===== src/sv/xkbc_pkg.sv =====
package xkbc_pkg;

   typedef logic [63:0] word_type;
   typedef logic [7:0]  byte_type;
   typedef logic [2:0]  pos_type;

   // keystream mixing constants
   localparam word_type MixMult = 64'h2545_F491_4F6C_DD1D;
   localparam int unsigned ShiftA = 12;
   localparam int unsigned ShiftB = 25;
   localparam int unsigned ShiftC = 27;

   // register port: one 64-bit register per 8-byte slot
   localparam int unsigned CsrAddrWidth = 4;
   localparam int unsigned CsrDataWidth = 64;
   localparam logic        CsrIdxKey    = 1'b0;

   function automatic word_type xorshift(input word_type w);
      word_type x;
      x = w;
      x = x ^ (x >> ShiftA);
      x = x ^ (x << ShiftB);
      x = x ^ (x >> ShiftC);
      return x;
   endfunction

endpackage


===== src/sv/xkbc_if.sv =====
interface xkbc_req_if;
   import xkbc_pkg::*;

   logic     valid;
   logic     ready;
   byte_type data_byte;
   logic     first_of_buffer;

   modport source (output valid, output data_byte, output first_of_buffer, input ready);
   modport sink   (input valid, input data_byte, input first_of_buffer, output ready);
endinterface

interface xkbc_rsp_if;
   import xkbc_pkg::*;

   logic     valid;
   logic     ready;
   byte_type result_byte;

   modport source (output valid, output result_byte, input ready);
   modport sink   (input valid, input result_byte, output ready);
endinterface


===== src/sv/xorshift_keystream_byte_cipher_unit.sv =====
// Byte stream cipher: every request beat carries one byte, every response beat
// returns it XORed with one byte of a 64-bit keystream word, in order, one
// response per request. A beat with first_of_buffer set reloads the word from
// the key register (64 bits at address 0) and restarts at byte 0; every eighth
// byte the word is advanced by xorshift(12,25,27) and a multiply by
// 0x2545F4914F6CDD1D, bytes taken least significant first. One beat per cycle
// is accepted sustained while rsp.ready does not stall the output; a byte passes
// from request to response through the input register, xorshift plus split 32-bit
// partial products, and final add and XOR into the output register. Write the key only with the pipe empty.
module xorshift_keystream_byte_cipher_unit (
   input  logic                                   clock,
   input  logic                                   reset,
   xkbc_req_if.sink                               req,
   xkbc_rsp_if.source                             rsp,
   input  logic                                   csr_psel,
   input  logic                                   csr_penable,
   input  logic                                   csr_pwrite,
   input  logic [xkbc_pkg::CsrAddrWidth-1:0]      csr_paddr,
   input  logic [xkbc_pkg::CsrDataWidth-1:0]      csr_pwdata,
   output logic [xkbc_pkg::CsrDataWidth-1:0]      csr_prdata,
   output logic                                   csr_pready
);
   import xkbc_pkg::*;

   word_type cipher_key;
   word_type mix_word;

   // entry side
   pos_type  pos_ff, pos_in;
   pos_type  cur_pos;
   logic     req_fire;

   // stage 1: captured beat plus the word to be advanced
   logic     s1_valid_ff, s1_valid_in;
   byte_type s1_data_ff;
   pos_type  s1_pos_ff;
   logic     s1_adv_ff;
   word_type s1_base_ff;

   // stage 2: partial products held in the mixer
   logic     s2_valid_ff, s2_valid_in;
   byte_type s2_data_ff;
   pos_type  s2_pos_ff;
   logic     s2_adv_ff;

   // stage 3: output register
   logic     s3_valid_ff, s3_valid_in;
   byte_type s3_result_ff, s3_result_in;

   // committed keystream word, updated as an advancing beat leaves stage 2
   word_type word_ff, word_in;

   logic     ready1, ready2, ready3;
   byte_type ks_byte;

   xkbc_csr u_csr (
      .clock       (clock),
      .reset       (reset),
      .csr_psel    (csr_psel),
      .csr_penable (csr_penable),
      .csr_pwrite  (csr_pwrite),
      .csr_paddr   (csr_paddr),
      .csr_pwdata  (csr_pwdata),
      .csr_prdata  (csr_prdata),
      .csr_pready  (csr_pready),
      .cipher_key  (cipher_key)
   );

   xkbc_mix u_mix (
      .clock     (clock),
      .load      (ready2),
      .base_word (s1_base_ff),
      .next_word (mix_word)
   );

   // stall chain, combinational from rsp.ready all the way back to req.ready
   assign ready3    = !s3_valid_ff || rsp.ready;
   assign ready2    = !s2_valid_ff || ready3;
   assign ready1    = !s1_valid_ff || ready2;
   assign req.ready = ready1;
   assign req_fire  = req.valid && ready1;

   // byte position at entry; a first beat restarts at zero
   assign cur_pos = req.first_of_buffer ? '0 : pos_ff;

   always_comb begin
      pos_in = pos_ff;
      if (req_fire) begin
         pos_in = cur_pos + pos_type'(1);
      end
   end

   assign s1_valid_in = ready1 ? req.valid : s1_valid_ff;
   assign s2_valid_in = ready2 ? s1_valid_ff : s2_valid_ff;
   assign s3_valid_in = ready3 ? s2_valid_ff : s3_valid_ff;

   // Advancing beat takes its byte 0 from the fresh product; others read the
   // committed word. The previous advancing beat is at least eight beats ahead of a
   // continuing advance, so with three stages it has always committed before that one enters.
   always_comb begin
      ks_byte      = s2_adv_ff ? mix_word[7:0] : word_ff[{s2_pos_ff, 3'b000} +: 8];
      s3_result_in = s2_data_ff ^ ks_byte;
      word_in      = word_ff;
      if (s2_valid_ff && s2_adv_ff && ready3) begin
         word_in = mix_word;
      end
   end

   always_ff @(posedge clock) begin
      if (reset) begin
         pos_ff      <= '0;
         word_ff     <= '0;
         s1_valid_ff <= 1'b0;
         s2_valid_ff <= 1'b0;
         s3_valid_ff <= 1'b0;
      end else begin
         pos_ff      <= pos_in;
         word_ff     <= word_in;
         s1_valid_ff <= s1_valid_in;
         s2_valid_ff <= s2_valid_in;
         s3_valid_ff <= s3_valid_in;
      end
   end

   always_ff @(posedge clock) begin
      if (req_fire) begin
         s1_data_ff <= req.data_byte;
         s1_pos_ff  <= cur_pos;
         s1_adv_ff  <= (cur_pos == '0);
         s1_base_ff <= req.first_of_buffer ? cipher_key : word_ff;
      end
      if (ready2) begin
         s2_data_ff <= s1_data_ff;
         s2_pos_ff  <= s1_pos_ff;
         s2_adv_ff  <= s1_adv_ff;
      end
      if (ready3) begin
         s3_result_ff <= s3_result_in;
      end
   end

   assign rsp.valid       = s3_valid_ff;
   assign rsp.result_byte = s3_result_ff;

   // a first beat leaves the position at one
   a_first_pos : assert property (@(posedge clock) disable iff (reset)
      (req_fire && req.first_of_buffer) |=> (pos_ff == pos_type'(1)))
      else $error("position not restarted by first beat");

   // committed word moves only when an advancing beat leaves stage 2
   a_word_hold : assert property (@(posedge clock) disable iff (reset)
      !(s2_valid_ff && s2_adv_ff && ready3) |=> $stable(word_ff))
      else $error("keystream word changed without an advance");

   // no advance still in flight when a continuing advance reads the word
   a_no_hazard : assert property (@(posedge clock) disable iff (reset)
      (req_fire && !req.first_of_buffer && (pos_ff == '0))
         |-> (!(s1_valid_ff && s1_adv_ff) && !(s2_valid_ff && s2_adv_ff)))
      else $error("advance base read before previous word committed");

endmodule


===== src/sv/xkbc_csr.sv =====
module xkbc_csr (
   input  logic                                   clock,
   input  logic                                   reset,
   input  logic                                   csr_psel,
   input  logic                                   csr_penable,
   input  logic                                   csr_pwrite,
   input  logic [xkbc_pkg::CsrAddrWidth-1:0]      csr_paddr,
   input  logic [xkbc_pkg::CsrDataWidth-1:0]      csr_pwdata,
   output logic [xkbc_pkg::CsrDataWidth-1:0]      csr_prdata,
   output logic                                   csr_pready,
   output xkbc_pkg::word_type                     cipher_key
);
   import xkbc_pkg::*;

   word_type key_ff;
   word_type key_in;
   logic     reg_idx;
   logic     wr_en;

   // register index is the 8-byte slot number
   assign reg_idx = csr_paddr[CsrAddrWidth-1];
   assign wr_en   = csr_psel && csr_penable && csr_pwrite;

   always_comb begin
      key_in = key_ff;
      if (wr_en && (reg_idx == CsrIdxKey)) begin
         key_in = csr_pwdata;
      end
   end

   always_ff @(posedge clock) begin
      if (reset) begin
         key_ff <= '0;
      end else begin
         key_ff <= key_in;
      end
   end

   always_comb begin
      unique case (reg_idx)
         CsrIdxKey: csr_prdata = key_ff;
         default:   csr_prdata = '0;
      endcase
   end

   assign csr_pready = 1'b1;
   assign cipher_key = key_ff;

endmodule


===== src/sv/xkbc_mix.sv =====
module xkbc_mix (
   input  logic               clock,
   input  logic               load,
   input  xkbc_pkg::word_type base_word,
   output xkbc_pkg::word_type next_word
);
   import xkbc_pkg::*;

   localparam logic [31:0] MultLo = MixMult[31:0];
   localparam logic [31:0] MultHi = MixMult[63:32];

   word_type    shuffled;
   logic [63:0] lo_ff,  lo_in;
   logic [31:0] crs_a_ff, crs_a_in;
   logic [31:0] crs_b_ff, crs_b_in;

   // x * M mod 2^64 = xl*Ml + ((xh*Ml + xl*Mh) mod 2^32) << 32
   always_comb begin
      shuffled = xorshift(base_word);
      lo_in    = 64'(shuffled[31:0]) * 64'(MultLo);
      crs_a_in = 32'(shuffled[63:32] * MultLo);
      crs_b_in = 32'(shuffled[31:0] * MultHi);
   end

   always_ff @(posedge clock) begin
      if (load) begin
         lo_ff    <= lo_in;
         crs_a_ff <= crs_a_in;
         crs_b_ff <= crs_b_in;
      end
   end

   assign next_word = lo_ff + {32'(crs_a_ff + crs_b_ff), 32'h0};

endmodule


===== src/flat_wrapper.sv =====
// flat-port wrapper written by rule: the top's interface ports become plain ports
module xorshift_keystream_byte_cipher_unit_flat import xkbc_pkg::*;
  (clock, reset, csr_psel, csr_penable, csr_pwrite, csr_paddr, csr_pwdata, csr_prdata, csr_pready, req_valid, req_data_byte, req_first_of_buffer, req_ready, rsp_valid, rsp_result_byte, rsp_ready);
  xkbc_req_if req_i ();
  xkbc_rsp_if rsp_i ();
  input  logic clock;
  input  logic reset;
  input  logic csr_psel;
  input  logic csr_penable;
  input  logic csr_pwrite;
  input  logic [xkbc_pkg::CsrAddrWidth-1:0] csr_paddr;
  input  logic [xkbc_pkg::CsrDataWidth-1:0] csr_pwdata;
  output logic [xkbc_pkg::CsrDataWidth-1:0] csr_prdata;
  output logic csr_pready;
  input wire logic [$bits(req_i.valid)-1:0] req_valid;
  input wire logic [$bits(req_i.data_byte)-1:0] req_data_byte;
  input wire logic [$bits(req_i.first_of_buffer)-1:0] req_first_of_buffer;
  output wire logic [$bits(req_i.ready)-1:0] req_ready;
  output wire logic [$bits(rsp_i.valid)-1:0] rsp_valid;
  output wire logic [$bits(rsp_i.result_byte)-1:0] rsp_result_byte;
  input wire logic [$bits(rsp_i.ready)-1:0] rsp_ready;
  assign req_i.valid = req_valid;
  assign req_i.data_byte = req_data_byte;
  assign req_i.first_of_buffer = req_first_of_buffer;
  assign req_ready = req_i.ready;
  assign rsp_valid = rsp_i.valid;
  assign rsp_result_byte = rsp_i.result_byte;
  assign rsp_i.ready = rsp_ready;
  xorshift_keystream_byte_cipher_unit u_core (.clock(clock), .reset(reset), .req(req_i), .rsp(rsp_i), .csr_psel(csr_psel), .csr_penable(csr_penable), .csr_pwrite(csr_pwrite), .csr_paddr(csr_paddr), .csr_pwdata(csr_pwdata), .csr_prdata(csr_prdata), .csr_pready(csr_pready));
endmodule

===== config.mk =====
export PLATFORM = sky130hd
export DESIGN_NAME = xorshift_keystream_byte_cipher_unit_flat
export DESIGN_NICKNAME = d
export VERILOG_FILES = /design/src/sv/xkbc_pkg.sv /design/src/sv/xkbc_if.sv /design/src/sv/xorshift_keystream_byte_cipher_unit.sv /design/src/sv/xkbc_csr.sv /design/src/sv/xkbc_mix.sv /design/src/flat_wrapper.sv
export SDC_FILE = /design/constraint.sdc
export NUM_CORES = 2
export LEC_CHECK = 0
export BUFFER_PORTS_ARGS = -buffer_cell sky130_fd_sc_hd__buf_2
export CAP_MARGIN = 40
export CORE_MARGIN = 2
export CORE_UTILIZATION = 56
export CTS_BUF_LIST = sky130_fd_sc_hd__clkbuf_4 sky130_fd_sc_hd__clkbuf_8 sky130_fd_sc_hd__clkbuf_16
export DETAILED_ROUTE_END_ITERATION = 16
export PLACE_DENSITY = 0.74
export SYNTH_ARGS = -nofsm -noshare
export SYNTH_HDL_FRONTEND = slang
export SYNTH_SLANG_ARGS = --single-unit

===== constraint.sdc =====
create_clock -name clock -period 10.2 [get_ports clock]
set_input_delay 0.51 -clock clock [delete_from_list [all_inputs] [get_ports clock]]
set_output_delay 0.51 -clock clock [all_outputs]
set_load 0.03 [all_outputs]

==> run_results.csv <==
group,metric,value,unit
clocking,post_cts_resize_count,0,
clocking,tritoncts_clock_tree,"built",
yosys,synth-seq-area-share,18.4,%
finish,multi_input_area,37000,um^2
sta,timing.slew.headroom,32.4,%
place,detailed_place_hpwl,125,mm
yosys,synthesis.nets,6494,
sta,final.setup.tns,0,ns
finish,final_net_count,6706,
floorplan,total_die_area,92800,um^2
yosys,post_synth_and_or_nand_nor_area_fraction,5.94,%
hold_path,worst_hold_path_type,"input pin to flip-flop",
global_route,grt_first_pass_wirelength,223,mm
yosys,synth_seq_cells,355,
yosys,synth.lib_cells_used.distinct,72,
finish,layout.cells.most_common,"sky130_fd_sc_hd__inv_1",
sta,layout_worst_path_cycle_share,93.8,%
run_status,run_status,"finished clean",
yosys,synth_fa_ha_area_share,50.7,%
finish,area.sequential,9320,um^2
critical_path,critical_path.endpoint_type,"flip-flop",
clocking,cts_max_level,2,
detailed_routing,antenna_left,0,
run,max_cap_viol_count,0,
clocking,cts-root-to-sink-buffers,3,
critical_path,criticalPathCategory,"flip-flop to flip-flop",
sta,post-route-min-period,9.57,ns
detailed_routing,drt_iter0_markers,2923,
yosys,synth_top_family_by_area,"adder cells",
critical_path,critical-path-max-stage-delay,0.60,ns
sta,finalSetupViolations,0,
critical_path,cp_data_required_time,10.59,ns
clocking,cts_hold_repair.buffers,0,
floorplan,boundaryPins,159,
clocking,worst_skew_pair.late_latency,0.60,ns
detailed_routing,via_per_inst,5.65,
floorplan,rows,110,
detailed_routing,drc,0,
yosys,post_synthesis_async_set_or_reset_flop_share,0,%
global_route,grt_antenna_before_repair,6,
finish,final.fill_count,7424,
finish,layout-drive-gt1-share,8.75,%
detailed_routing,routed_wire_length_per_instance,23.4,um
critical_path,path_delay_family,"adder cells",
yosys,synth_enable_flop_cells,221,
global_route,number_of_global_route_vias_before_repair,37100,
floorplan,horizontal_die_dimension,305,um
sta,grt_setup_unrepaired,"false",
clocking,tritoncts_num_sinks,355,
critical_path,critical_path_source_type,"flip-flop",
floorplan,core_area,89700,um^2
global_route,global_route.overflow_total,0,
floorplan,initial_utilization,56.4,%
sta,finalHoldViolCount,0,
critical_path,slowest_stage,"sky130_fd_sc_hd__xnor2_1",
yosys,synth_cells,4842,
clocking,cts-root-buf,"sky130_fd_sc_hd__clkbuf_16",
yosys,top_flip_flop_cell_by_instance_count_after_synthesis,"sky130_fd_sc_hd__edfxtp_1",
detailed_routing,dr.pass1.iters,6,
clocking,cts_setup_buffers,0,
critical_path,cp_data_arrival_time,9.95,ns
yosys,syn_area,50600,um^2
global_route,overall_fraction_of_global_route_tracks_in_use,32.3,%
place,number_of_buffers_added_on_ports,154,
global_route,grt_start_max_net_pins,75,
critical_path,path_max_fanout,16,
detailed_routing,routed_wirelength,147,mm
yosys,synthXorXnorAreaFrac,6.26,%
clocking,cts_buffers,38,
yosys,synth_compound_area_share,7.30,%
place,routabilityCongestion,1.02,
yosys,synthMuxAreaShare,2.33,%
finish,area.growth.synth_to_final,8.45,%
sta,fmax,0.105,GHz
finish,layout_common_cells,"sky130_fd_sc_hd__inv_1, sky130_fd_sc_hd__fa_1, sky130_fd_sc_hd__ha_1, sky130_fd_sc_hd__nand2_1, sky130_fd_sc_hd__a21oi_1",
critical_path,timing.critical_path.mode_cell,"sky130_fd_sc_hd__fa_1",
clocking,path_clk_slew,0.06,ns
floorplan,die_height,305,um
yosys,synth.avg_cell_area,10.5,um^2
sta,final_max_slew_viol_count,0,
critical_path,critical_path_buffers_and_inverters,5,
detailed_routing,routed-via-count,35400,
sta,final.setup_skew,0.0417,ns
yosys,yosys_warnings,0,
sta,tightestPinTransition,1.01,ns
-- state kept, by name (all words and copies together), names as in the netlist, 3 cells and up --
register,cells
u_core.pos_ff,3
u_core.rsp.result_byte,8
u_core.s1_base_ff,64
u_core.s1_data_ff,8
u_core.s1_pos_ff,3
u_core.s2_data_ff,8
u_core.s2_pos_ff,3
u_core.u_csr.cipher_key,64
u_core.u_mix.crs_a_ff,32
u_core.u_mix.crs_b_ff,32
u_core.u_mix.lo_ff,61
u_core.word_ff,64
-- cell usage after synthesis, types with 64 or more instances --
cell,number,area [um^2]
sky130_fd_sc_hd__xor2_1,104,911
sky130_fd_sc_hd__o21ai_0,76,380
sky130_fd_sc_hd__nor2b_1,86,538
sky130_fd_sc_hd__ha_1,765,9570
sky130_fd_sc_hd__a21oi_1,266,1330
sky130_fd_sc_hd__inv_1,1147,4310
sky130_fd_sc_hd__nor2_1,98,368
sky130_fd_sc_hd__mux2_2,64,721
sky130_fd_sc_hd__a21o_1,72,541
sky130_fd_sc_hd__fa_1,803,16100
sky130_fd_sc_hd__clkbuf_1,66,248
sky130_fd_sc_hd__dfxtp_1,134,2680
sky130_fd_sc_hd__xnor2_1,258,2260
sky130_fd_sc_hd__nand2_1,312,1170
sky130_fd_sc_hd__edfxtp_1,221,6640
-- through the flow --
stage                     cells  setup slack [ns]  util [%]  cell area, um^2  hold slack (ns)
after floorplan            4842             0.816         -            50600            0.400
after global routing       6260             0.357      61.2            54900           0.0686
after global placement     6181             0.709      59.6            53500            0.401
final                      6263             0.634      61.2            54900           0.0881
after detailed placement   6190             0.802      59.8            53600            0.405
after CTS                  6260             0.759      61.2            54900           0.0593
-- path summary, 6_finish.rpt --
path | startpoint | end | slack [ns] | cells after the start
max reg2reg | u_core.s1_base_ff[7] | u_core.u_mix.lo_ff[61] | 0.63 | 26
max | u_core.s1_base_ff[7] | u_core.u_mix.lo_ff[61] | 0.63 | 26
min reg2reg | u_core.s1_pos_ff[1] | u_core.s2_pos_ff[1] | 0.42 | 0
min | req_data_byte[4] | u_core.s1_data_ff[4] | 0.09 | 1
-- worst register-to-register path, stage by stage (launching register included) --
cell,delay [ns]
sky130_fd_sc_hd__edfxtp_1,0.44
sky130_fd_sc_hd__xnor2_1,0.60
sky130_fd_sc_hd__xnor2_1,0.39
sky130_fd_sc_hd__xor2_2,0.28
sky130_fd_sc_hd__buf_4,0.33
sky130_fd_sc_hd__ha_1,0.24
sky130_fd_sc_hd__or2_2,0.32
sky130_fd_sc_hd__inv_1,0.19
sky130_fd_sc_hd__fa_1,0.48
sky130_fd_sc_hd__fa_1,0.55
sky130_fd_sc_hd__inv_1,0.06
sky130_fd_sc_hd__fa_1,0.39
sky130_fd_sc_hd__fa_1,0.50
sky130_fd_sc_hd__fa_1,0.44
sky130_fd_sc_hd__fa_1,0.51
sky130_fd_sc_hd__inv_1,0.06
sky130_fd_sc_hd__fa_1,0.49
sky130_fd_sc_hd__inv_1,0.04
sky130_fd_sc_hd__ha_1,0.40
sky130_fd_sc_hd__and2_1,0.25
sky130_fd_sc_hd__nand3_1,0.11
sky130_fd_sc_hd__or4_1,0.52
sky130_fd_sc_hd__o21a_1,0.29
sky130_fd_sc_hd__o41a_1,0.51
sky130_fd_sc_hd__o311a_1,0.42
sky130_fd_sc_hd__or2_4,0.28
sky130_fd_sc_hd__a311oi_1,0.26
-- layout make-up --
class,count,share of cell area [%]
Antenna cell,3,0.0137
Clock buffer,47,1.89
Clock inverter,23,0.394
Inverter,1147,7.84
Multi-Input combinational cell,3264,67.3
Sequential cell,355,17.0
Tap cell,1176,2.68
Timing Repair Buffer,248,2.85
-- per-layer routing --
| metal | wire, um | global-route usage, % | vias up |
|---|---|---|---|
| met1 | 56800 | 41.5 | 17800 |
| met5 | 13 | 0 | - |
| li1 | - | - | 15900 |
| met4 | 8250 | 15.2 | 2 |
| met2 | 69800 | 53.3 | 1349 |
| met3 | 11700 | 5.54 | 363 |
-- cell families (layout without fill, tap and decap cells) --
group / Yosys count / in the layout
fa+ha+maj: 1568 / 1568
buf+inv: 1223 / 1465
mux: 90 / 90
flops: 355 / 355
xor+xnor: 362 / 362
simple gates: 650 / 650
other cells: 1 / 4
compound gates: 593 / 593
Power is left out: the tool's default activity adds up to more than one toggle a clock period on the data nets, which glitch-free logic cannot reach.
